### src/rtl/core/fmsp_pkg.sv
// Shared types, character codes and mask functions for the file-mode string parser.
`default_nettype none
package fmsp_pkg;

	localparam int unsigned MODE_W = 12;
	localparam int unsigned UMASK_W = 9;
	localparam int unsigned CHAR_W = 8;

	localparam logic [UMASK_W-1:0] UMASK_RST = 9'd18;
	localparam logic [MODE_W-1:0] START_MODE_RST = 12'd420;

	// configuration register indexes
	localparam logic CFG_UMASK = 1'b0;
	localparam logic CFG_START_MODE = 1'b1;

	// operator codes
	localparam logic [1:0] OP_ADD = 2'd0;
	localparam logic [1:0] OP_SUB = 2'd1;
	localparam logic [1:0] OP_SET = 2'd2;

	localparam logic [CHAR_W-1:0] CH_NUL = 8'h00;
	localparam logic [CHAR_W-1:0] CH_ZERO = 8'h30;
	localparam logic [CHAR_W-1:0] CH_SEVEN = 8'h37;
	localparam logic [CHAR_W-1:0] CH_COMMA = 8'h2c;
	localparam logic [CHAR_W-1:0] CH_PLUS = 8'h2b;
	localparam logic [CHAR_W-1:0] CH_MINUS = 8'h2d;
	localparam logic [CHAR_W-1:0] CH_EQUAL = 8'h3d;
	localparam logic [CHAR_W-1:0] CH_U = 8'h75;
	localparam logic [CHAR_W-1:0] CH_G = 8'h67;
	localparam logic [CHAR_W-1:0] CH_O = 8'h6f;
	localparam logic [CHAR_W-1:0] CH_A = 8'h61;
	localparam logic [CHAR_W-1:0] CH_R = 8'h72;
	localparam logic [CHAR_W-1:0] CH_W = 8'h77;
	localparam logic [CHAR_W-1:0] CH_X = 8'h78;
	localparam logic [CHAR_W-1:0] CH_BIG_X = 8'h58;
	localparam logic [CHAR_W-1:0] CH_S = 8'h73;
	localparam logic [CHAR_W-1:0] CH_T = 8'h74;

	typedef struct packed {
		logic valid;
		logic [MODE_W-1:0] final_mode;
		logic parse_error;
		logic [CHAR_W-1:0] stop_character;
		logic octal_overflow;
	} fmsp_result_t;

	function automatic logic is_octal(input logic [CHAR_W-1:0] c);
		return (c >= CH_ZERO) && (c <= CH_SEVEN);
	endfunction

	function automatic logic is_copy(input logic [CHAR_W-1:0] c);
		return (c == CH_U) || (c == CH_G) || (c == CH_O);
	endfunction

	function automatic logic is_who(input logic [CHAR_W-1:0] c);
		return is_copy(c) || (c == CH_A);
	endfunction

	function automatic logic is_perm(input logic [CHAR_W-1:0] c);
		return (c == CH_R) || (c == CH_W) || (c == CH_X) || (c == CH_BIG_X) ||
			(c == CH_S) || (c == CH_T);
	endfunction

	function automatic logic is_op(input logic [CHAR_W-1:0] c);
		return (c == CH_PLUS) || (c == CH_MINUS) || (c == CH_EQUAL);
	endfunction

	function automatic logic [1:0] op_code(input logic [CHAR_W-1:0] c);
		logic [1:0] r;
		r = OP_SET;
		if (c == CH_PLUS) r = OP_ADD;
		else if (c == CH_MINUS) r = OP_SUB;
		return r;
	endfunction

	function automatic logic [MODE_W-1:0] who_bits(input logic [CHAR_W-1:0] c);
		logic [MODE_W-1:0] r;
		r = 12'o6777;
		if (c == CH_U) r = 12'o4700;
		else if (c == CH_G) r = 12'o2070;
		else if (c == CH_O) r = 12'o0007;
		return r;
	endfunction

	// X counts only if some execute bit was set when the pass began
	function automatic logic [MODE_W-1:0] perm_bits(input logic [CHAR_W-1:0] c,
			input logic [MODE_W-1:0] pass_mode);
		logic [MODE_W-1:0] r;
		r = 12'o1000;
		if (c == CH_R) r = 12'o0444;
		else if (c == CH_W) r = 12'o0222;
		else if (c == CH_X) r = 12'o0111;
		else if (c == CH_BIG_X)
			r = (pass_mode[6] | pass_mode[3] | pass_mode[0]) ? 12'o0111 : 12'o0000;
		else if (c == CH_S) r = 12'o6000;
		return r;
	endfunction

	// replicate one rwx triple of the mode into all three triples
	function automatic logic [MODE_W-1:0] copy_bits(input logic [CHAR_W-1:0] c,
			input logic [MODE_W-1:0] mode);
		logic [2:0] t;
		t = mode[2:0];
		if (c == CH_U) t = mode[8:6];
		else if (c == CH_G) t = mode[5:3];
		return {3'b000, t, t, t};
	endfunction

	function automatic logic [MODE_W-1:0] apply_op(input logic [MODE_W-1:0] mode,
			input logic [MODE_W-1:0] who, input logic [UMASK_W-1:0] umask,
			input logic [1:0] op, input logic [MODE_W-1:0] perm);
		logic [MODE_W-1:0] w;
		logic [MODE_W-1:0] m;
		logic [MODE_W-1:0] r;
		w = (who != '0) ? who : {3'b111, ~umask};
		m = w & perm;
		case (op)
			OP_ADD: r = mode | m;
			OP_SUB: r = mode & ~m;
			default: r = (mode & ~(w & 12'o0777)) | m;
		endcase
		if (perm == '0) r = mode;
		return r;
	endfunction

endpackage
`default_nettype wire

### src/rtl/core/fmsp_core.sv
// Parser state and per-byte update of the file-mode string parser.
`default_nettype none
module fmsp_core (
	input  wire logic clk,
	input  wire logic arst_n,
	input  wire logic step,
	input  wire logic [fmsp_pkg::CHAR_W-1:0] char_in,
	input  wire logic [fmsp_pkg::UMASK_W-1:0] umask_bits,
	input  wire logic [fmsp_pkg::MODE_W-1:0] start_mode,
	output fmsp_pkg::fmsp_result_t result
);
	import fmsp_pkg::*;

	typedef enum logic [2:0] {
		PH_START,
		PH_OCTAL,
		PH_WHO,
		PH_OPCHAR,
		PH_PERMS,
		PH_COPY,
		PH_STOPPED
	} phase_t;

	phase_t phase_q, phase_d;
	logic [MODE_W-1:0] cur_q, cur_d, pass_q, pass_d, who_q, who_d, perm_q, perm_d;
	logic [1:0] op_q, op_d;
	logic [CHAR_W-1:0] stop_q, stop_d;
	logic ovf_q, ovf_d;

	logic [MODE_W-1:0] cur_b, pass_b, who_b, perm_b;
	logic ovf_b;
	phase_t phase_b;

	always_comb begin
		// a new string reloads the mode from the start register
		cur_b = cur_q;
		pass_b = pass_q;
		who_b = who_q;
		perm_b = perm_q;
		ovf_b = ovf_q;
		phase_b = phase_q;
		if (phase_q == PH_START) begin
			cur_b = start_mode;
			pass_b = start_mode;
			who_b = '0;
			perm_b = '0;
			ovf_b = 1'b0;
			if (char_in != CH_NUL && !is_octal(char_in)) phase_b = PH_WHO;
		end

		cur_d = cur_b;
		pass_d = pass_b;
		who_d = who_b;
		perm_d = perm_b;
		ovf_d = ovf_b;
		op_d = op_q;
		stop_d = stop_q;
		phase_d = phase_b;
		result = '0;

		if (step) begin
			if (char_in == CH_NUL) begin
				if (phase_q == PH_PERMS)
					cur_d = apply_op(cur_b, who_b, umask_bits, op_q, perm_b);
				result.valid = 1'b1;
				result.final_mode = cur_d;
				result.parse_error = (phase_q == PH_STOPPED);
				result.stop_character = (phase_q == PH_STOPPED) ? stop_q : CH_NUL;
				result.octal_overflow = ovf_b;
				phase_d = PH_START;
				who_d = '0;
				op_d = OP_ADD;
				perm_d = '0;
				stop_d = CH_NUL;
				ovf_d = 1'b0;
			end else begin
				case (phase_b)
					PH_START: begin
						// leading octal digit
						cur_d = {9'd0, char_in[2:0]};
						phase_d = PH_OCTAL;
					end
					PH_OCTAL: begin
						if (is_octal(char_in)) begin
							if (cur_b[11:9] != 3'd0) ovf_d = 1'b1;
							cur_d = {cur_b[8:0], char_in[2:0]};
						end else begin
							stop_d = char_in;
							phase_d = PH_STOPPED;
						end
					end
					PH_WHO: begin
						if (is_who(char_in)) begin
							who_d = who_b | who_bits(char_in);
						end else if (is_op(char_in)) begin
							op_d = op_code(char_in);
							perm_d = '0;
							phase_d = PH_OPCHAR;
						end else if (char_in == CH_COMMA) begin
							// comma where an operator is expected opens a new pass
							pass_d = cur_b;
							who_d = '0;
						end else begin
							stop_d = char_in;
							phase_d = PH_STOPPED;
						end
					end
					PH_OPCHAR: begin
						if (is_copy(char_in)) begin
							perm_d = copy_bits(char_in, cur_b);
							cur_d = apply_op(cur_b, who_b, umask_bits, op_q, perm_d);
							phase_d = PH_COPY;
						end else if (is_perm(char_in)) begin
							perm_d = perm_bits(char_in, pass_b);
							phase_d = PH_PERMS;
						end else if (char_in == CH_COMMA) begin
							who_d = '0;
							phase_d = PH_WHO;
						end else begin
							stop_d = char_in;
							phase_d = PH_STOPPED;
						end
					end
					PH_PERMS, PH_COPY: begin
						if (phase_b == PH_PERMS && is_perm(char_in)) begin
							perm_d = perm_b | perm_bits(char_in, pass_b);
						end else begin
							if (phase_b == PH_PERMS)
								cur_d = apply_op(cur_b, who_b, umask_bits, op_q, perm_b);
							if (is_op(char_in)) begin
								op_d = op_code(char_in);
								perm_d = '0;
								phase_d = PH_OPCHAR;
							end else if (char_in == CH_COMMA) begin
								who_d = '0;
								phase_d = PH_WHO;
							end else begin
								stop_d = char_in;
								phase_d = PH_STOPPED;
							end
						end
					end
					default: begin
						// stopped: drop bytes until the terminator
					end
				endcase
			end
		end else begin
			cur_d = cur_q;
			pass_d = pass_q;
			who_d = who_q;
			perm_d = perm_q;
			ovf_d = ovf_q;
			phase_d = phase_q;
		end
	end

	always_ff @(posedge clk or negedge arst_n) begin
		if (!arst_n) begin
			phase_q <= PH_START;
			cur_q <= START_MODE_RST;
			pass_q <= START_MODE_RST;
			who_q <= '0;
			perm_q <= '0;
			op_q <= OP_ADD;
			stop_q <= CH_NUL;
			ovf_q <= 1'b0;
		end else begin
			phase_q <= phase_d;
			cur_q <= cur_d;
			pass_q <= pass_d;
			who_q <= who_d;
			perm_q <= perm_d;
			op_q <= op_d;
			stop_q <= stop_d;
			ovf_q <= ovf_d;
		end
	end

endmodule
`default_nettype wire

### src/rtl/core/file_mode_string_parser_unit.sv
// Top level of the file-mode string parser: input stage, configuration and result register.
// The result register loads when a terminator steps out of the input stage.
// Throughput: one word per cycle unless stalled; the core updates all state on each step.
// The input stalls only when a terminator sits in the input stage while a result is held.
// Reset (arst_n low, asynchronous): pipeline empty, parser at string start,
// umask_bits = 18 and start_mode = 420; no clearing pass is needed.
`default_nettype none
module file_mode_string_parser_unit (
	input  wire logic clk,
	input  wire logic arst_n,
	input  wire logic in_valid,
	output logic in_stall,
	input  wire logic [fmsp_pkg::CHAR_W-1:0] character,
	output logic out_valid,
	input  wire logic out_stall,
	output logic [fmsp_pkg::MODE_W-1:0] final_mode,
	output logic parse_error,
	output logic [fmsp_pkg::CHAR_W-1:0] stop_character,
	output logic octal_overflow,
	input  wire logic cfg_we,
	input  wire logic cfg_index,
	input  wire logic [fmsp_pkg::MODE_W-1:0] cfg_data
);
	import fmsp_pkg::*;

	logic [UMASK_W-1:0] umask_q;
	logic [MODE_W-1:0] start_mode_q;

	logic valid_s1;
	logic [CHAR_W-1:0] char_s1;

	logic out_valid_q;
	logic [MODE_W-1:0] mode_q;
	logic err_q, ovf_q;
	logic [CHAR_W-1:0] stop_q;

	logic in_take, out_take, can_step;
	fmsp_result_t res;

	// configuration registers; umask acts at once, start_mode at the next string
	always_ff @(posedge clk or negedge arst_n) begin
		if (!arst_n) begin
			umask_q <= UMASK_RST;
			start_mode_q <= START_MODE_RST;
		end else if (cfg_we) begin
			case (cfg_index)
				CFG_UMASK: umask_q <= cfg_data[UMASK_W-1:0];
				CFG_START_MODE: start_mode_q <= cfg_data;
				default: begin
				end
			endcase
		end
	end

	// the stage word may advance unless it is a terminator and the result slot stays full
	assign out_take = out_valid_q && !out_stall;
	assign can_step = valid_s1 && !(char_s1 == CH_NUL && out_valid_q && !out_take);
	assign in_stall = valid_s1 && !can_step;
	assign in_take = in_valid && !in_stall;

	// input stage: hold the word while stalled, load a fresh one on accept
	always_ff @(posedge clk or negedge arst_n) begin
		if (!arst_n) begin
			valid_s1 <= 1'b0;
		end else if (in_take) begin
			valid_s1 <= 1'b1;
		end else if (can_step) begin
			valid_s1 <= 1'b0;
		end
	end

	always_ff @(posedge clk) begin
		if (in_take) char_s1 <= character;
	end

	fmsp_core u_core (
		.clk        (clk),
		.arst_n     (arst_n),
		.step       (can_step),
		.char_in    (char_s1),
		.umask_bits (umask_q),
		.start_mode (start_mode_q),
		.result     (res)
	);

	// result register: load on a terminator, drop once taken
	always_ff @(posedge clk or negedge arst_n) begin
		if (!arst_n) begin
			out_valid_q <= 1'b0;
		end else if (res.valid) begin
			out_valid_q <= 1'b1;
		end else if (out_take) begin
			out_valid_q <= 1'b0;
		end
	end

	always_ff @(posedge clk) begin
		if (res.valid) begin
			mode_q <= res.final_mode;
			err_q <= res.parse_error;
			stop_q <= res.stop_character;
			ovf_q <= res.octal_overflow;
		end
	end

	assign out_valid = out_valid_q;
	assign final_mode = mode_q;
	assign parse_error = err_q;
	assign stop_character = stop_q;
	assign octal_overflow = ovf_q;

endmodule
`default_nettype wire

### config.mk
export PLATFORM = sky130hd
export DESIGN_NAME = file_mode_string_parser_unit
export DESIGN_NICKNAME = d
export VERILOG_FILES = /design/src/rtl/core/fmsp_pkg.sv /design/src/rtl/core/fmsp_core.sv /design/src/rtl/core/file_mode_string_parser_unit.sv
export SDC_FILE = /design/constraint.sdc
export NUM_CORES = 1
export LEC_CHECK = 0
export BUFFER_PORTS_ARGS = -buffer_cell sky130_fd_sc_hd__buf_2
export CELL_PAD_IN_SITES_DETAIL_PLACEMENT = 2
export CELL_PAD_IN_SITES_GLOBAL_PLACEMENT = 2
export CORE_ASPECT_RATIO = 0.8
export CORE_MARGIN = 2
export CORE_UTILIZATION = 35
export DETAILED_ROUTE_END_ITERATION = 16
export PLACE_DENSITY = 0.75
export REMOVE_ABC_BUFFERS = 1
export SKIP_CTS_REPAIR_TIMING = 1
export SYNTH_ARGS = -nofsm -noshare
export SYNTH_HDL_FRONTEND = slang
export SYNTH_SLANG_ARGS = --single-unit
### constraint.sdc
create_clock -name clk -period 2.9 [get_ports clk]
set_clock_uncertainty 0.05 [all_clocks]
set_input_delay 0.58 -clock clk [delete_from_list [all_inputs] [get_ports clk]]
set_output_delay 0.58 -clock clk [all_outputs]
set_load 0.05 [all_outputs]
==> reports/qor.txt <==
=================================================================================
Gpl congestion                                                              0.954
Sequential cell area fraction in the yosys report                           46.3%
Worst EP arrival                                                          3160 ps
TritonRoute pass-1 iters                                                        5
Total Nets Final                                                              799
Critical Path Sink Type                                                      flop
Avg Synthesized Cell Area                                                9.58 µm²
Number of unique standard cell types used by synthesis                         71
Number of DRC markers in iteration 0                                          640
Die Area                                                               18,500 µm²
Maximum buffer depth of the clock tree                                          2
DPL Wire Length                                                         21,500 µm
Type of the worst min-delay path                                     input port to async pin
Synthesis Warnings                                                              0
Most used standard cells in the synthesized netlist                  dfrtp_1 (66), nand2_1 (57), nor2_1 (52)
Capturing point of the worst reg2reg path                            u_core.cur_q[0]
#FFs+latches synth                                                            106
Kind of launch point of the worst setup path                                 flop
WHS                                                                        176 ps
Max Fclk                                                                0.338 GHz
Clock root buffer                                                       clkbuf_16
Clock tree from TritonCTS                                                   built
Worst ir drop on vdd                                                     0.290 mV
Worst Reg-to-Reg Cells                                                          7
Worst-Skew Late Latency                                                    370 ps
Outcome                                                              complete, but fails checks
Via count of the first global-routing pass                                  6,567
Leading post-synthesis cells by cell area                            dfrtp_1 (27%), edfxtp_1 (15%), mux2_2 (4.6%)
Ratio of routed vias to standard cells                                       6.36
Clock slew at reported path FFs                                             80 ps
Required time reported for the critical path endpoint                     3100 ps
Cell total after placement                                                    971
Global-route congestion overflow total                                          0
Core box area                                                          17,200 µm²
Failing checks                                                       setup timing
Unrepaired setup endpoints after global routing                              true
Initial standard-cell utilization of the core                               35.4%
Portion of synthesized cell area occupied by the leading cell type          27.2%
Clock Sinks                                                                   106
Chip width                                                                 151 µm
Drt total wl                                                            29,000 µm
Vias                                                                        6,384
Post-route total power                                                    5.35 mW
Residual DRC count                                                              0
Final Core Density                                                          45.6%
Global-route wire length before repair                                  42,200 µm
Synthesis-to-finish area growth                                             28.6%
Leakage                                                                   3.42 nW
Cell Rows                                                                      43
Number of CTS-inserted buffers                                                  9
Least-Margin Pin Slew                                                      894 ps
Crit Path Max Fanout                                                            7
Antenna violations before repair                                                1
Cell accounting for the most synthesized area                             dfrtp_1
# Max-Cap Violations                                                            0
Top Ports                                                                      50
Average wire per cell in the routed design                                28.8 µm
Post-layout minimum cycle time                                            2960 ps
Fraction of final layout cells sized beyond drive strength 1                32.0%
Remaining max-slew budget at the tightest pin                               40.3%
Category of the most critical setup path                             flop to flop
EDFF count, synth                                                              30
Number of endpoints failing setup at the final stage                            7
Asr flop ratio synth                                                        71.7%
Post-route antenna net violation count                                          0
Number of cells in the finished layout apart from fillers                   1,004
Fin. Hold Viols                                                                 0
Die extent in y                                                            122 µm
Setup slack after layout                                                 -61.1 ps
Maximum number of pins on one net before global-route repair                   77
PD cells                                                               685 nW/µm²
Count of input and output buffers                                              49
# H-tree levels                                                                 3
Synthesized netlist cell count                                                635
Number of max-slew violations in the final report                               0
Global-route total usage across every layer                                 31.7%
Register-to-register setup slack                                           -60 ps
Most used standard cell by instance count after synthesis                 dfrtp_1
Post-synthesis instance area                                             6080 µm²
Post-route fraction of the period consumed by the critical path              102%
Ys flop type                                                              dfrtp_1
Critical register-to-register path startpoint                          char_s1[7]
=================================================================================
## power by group
| group | internal, mW | switching (mW) |
|---|---|---|
| clock | 0.611 | 0.672 |
| combinational | 0.872 | 1.23 |
| sequential | 1.76 | 0.207 |
| total | 3.24 | 2.11 |
## registers in the layout, indices dropped and copies added (netlist names)
signal          count
stop_character      8
u_core.phase_q      3
octal_overflow      1
char_s1             8
u_core.op_q         2
u_core.perm_q      12
u_core.stop_q       8
parse_error         1
start_mode_q       12
umask_q             9
final_mode         12
valid_s1            1
u_core.cur_q       12
out_valid           1
u_core.pass_q       3
u_core.who_q       12
u_core.ovf_q        1
## area by class of cell
type	count	area, µm²
antenna	1	2.50
timing repair buffer	163	1180
clock inverter	7	71.3
multi-input combinational	488	3220
fill	1879	9340
inverter	5	18.8
tap	225	282
sequential	106	2820
clock buffer	9	225
## worst max-delay path by stage
stage,from,to,slack (ps),depth (start not counted)
final,char_s1[7],u_core.cur_q[0],-60,7
after global routing,char_s1[7],u_core.stop_q[4],-80,7
after CTS,char_s1[3],u_core.stop_q[4],-380,8
after detailed placement,char_s1[3],u_core.stop_q[6],-320,8
after global placement,char_s1[7],u_core.stop_q[5],-250,7
after floorplan,u_core.phase_q[1],u_core.cur_q[0],-200,7
## routing by layer
layer / routed length (µm) / track usage [%] / up-vias
li1: - / - / 2714
met1: 13100 / 46.3 / 3332
met2: 13100 / 49.3 / 289
met3: 2160 / 5.84 / 49
met4: 599 / 6.25 / 0
met5: 0 / 0 / -
## critical path, stage by stage (launching register included)
cell	delay (ps)
edfxtp_1	540
or4_4	590
or2_2	400
nand2_1	300
a21oi_1	160
a21oi_1	320
o21ai_0	180
a221o_1	300
## per-stage QoR
stage | cell area (µm²) | worst slack (ps) | TNS [ps]
after floorplan | 5940 | -195 | -621
after global placement | 7250 | -252 | -2370
after detailed placement | 7250 | -321 | -3080
after CTS | 7550 | -378 | -3770
after global routing | 7820 | -83.7 | -841
final | 7820 | -61.1 | -83.7
## kinds of logic after synthesis
| kind of cell | synth area share, % |
|---|---|
| compound gates | 25.3 |
| mux | 6.61 |
| xor+xnor | 0.288 |
| simple gates | 18.8 |
| buf+inv | 2.70 |
| flops | 46.3 |
## cells in the final DEF (no fill, tap or decap), types with 9 or more instances in the layout
cell	count
nor2b_1	9
nand2_1	57
o22ai_1	11
buf_4	109
buf_2	47
edfxtp_1	30
clkbuf_16	10
and3_1	14
mux2i_1	11
a21oi_1	45
dfstp_2	10
and2_1	10
nand3_1	15
dfrtp_1	66
a21o_1	21
a22o_1	13
nor3_1	11
mux2_2	25
nor2_1	47
o21ai_0	40
No activity file was read; power rests on OpenSTA's default activity.
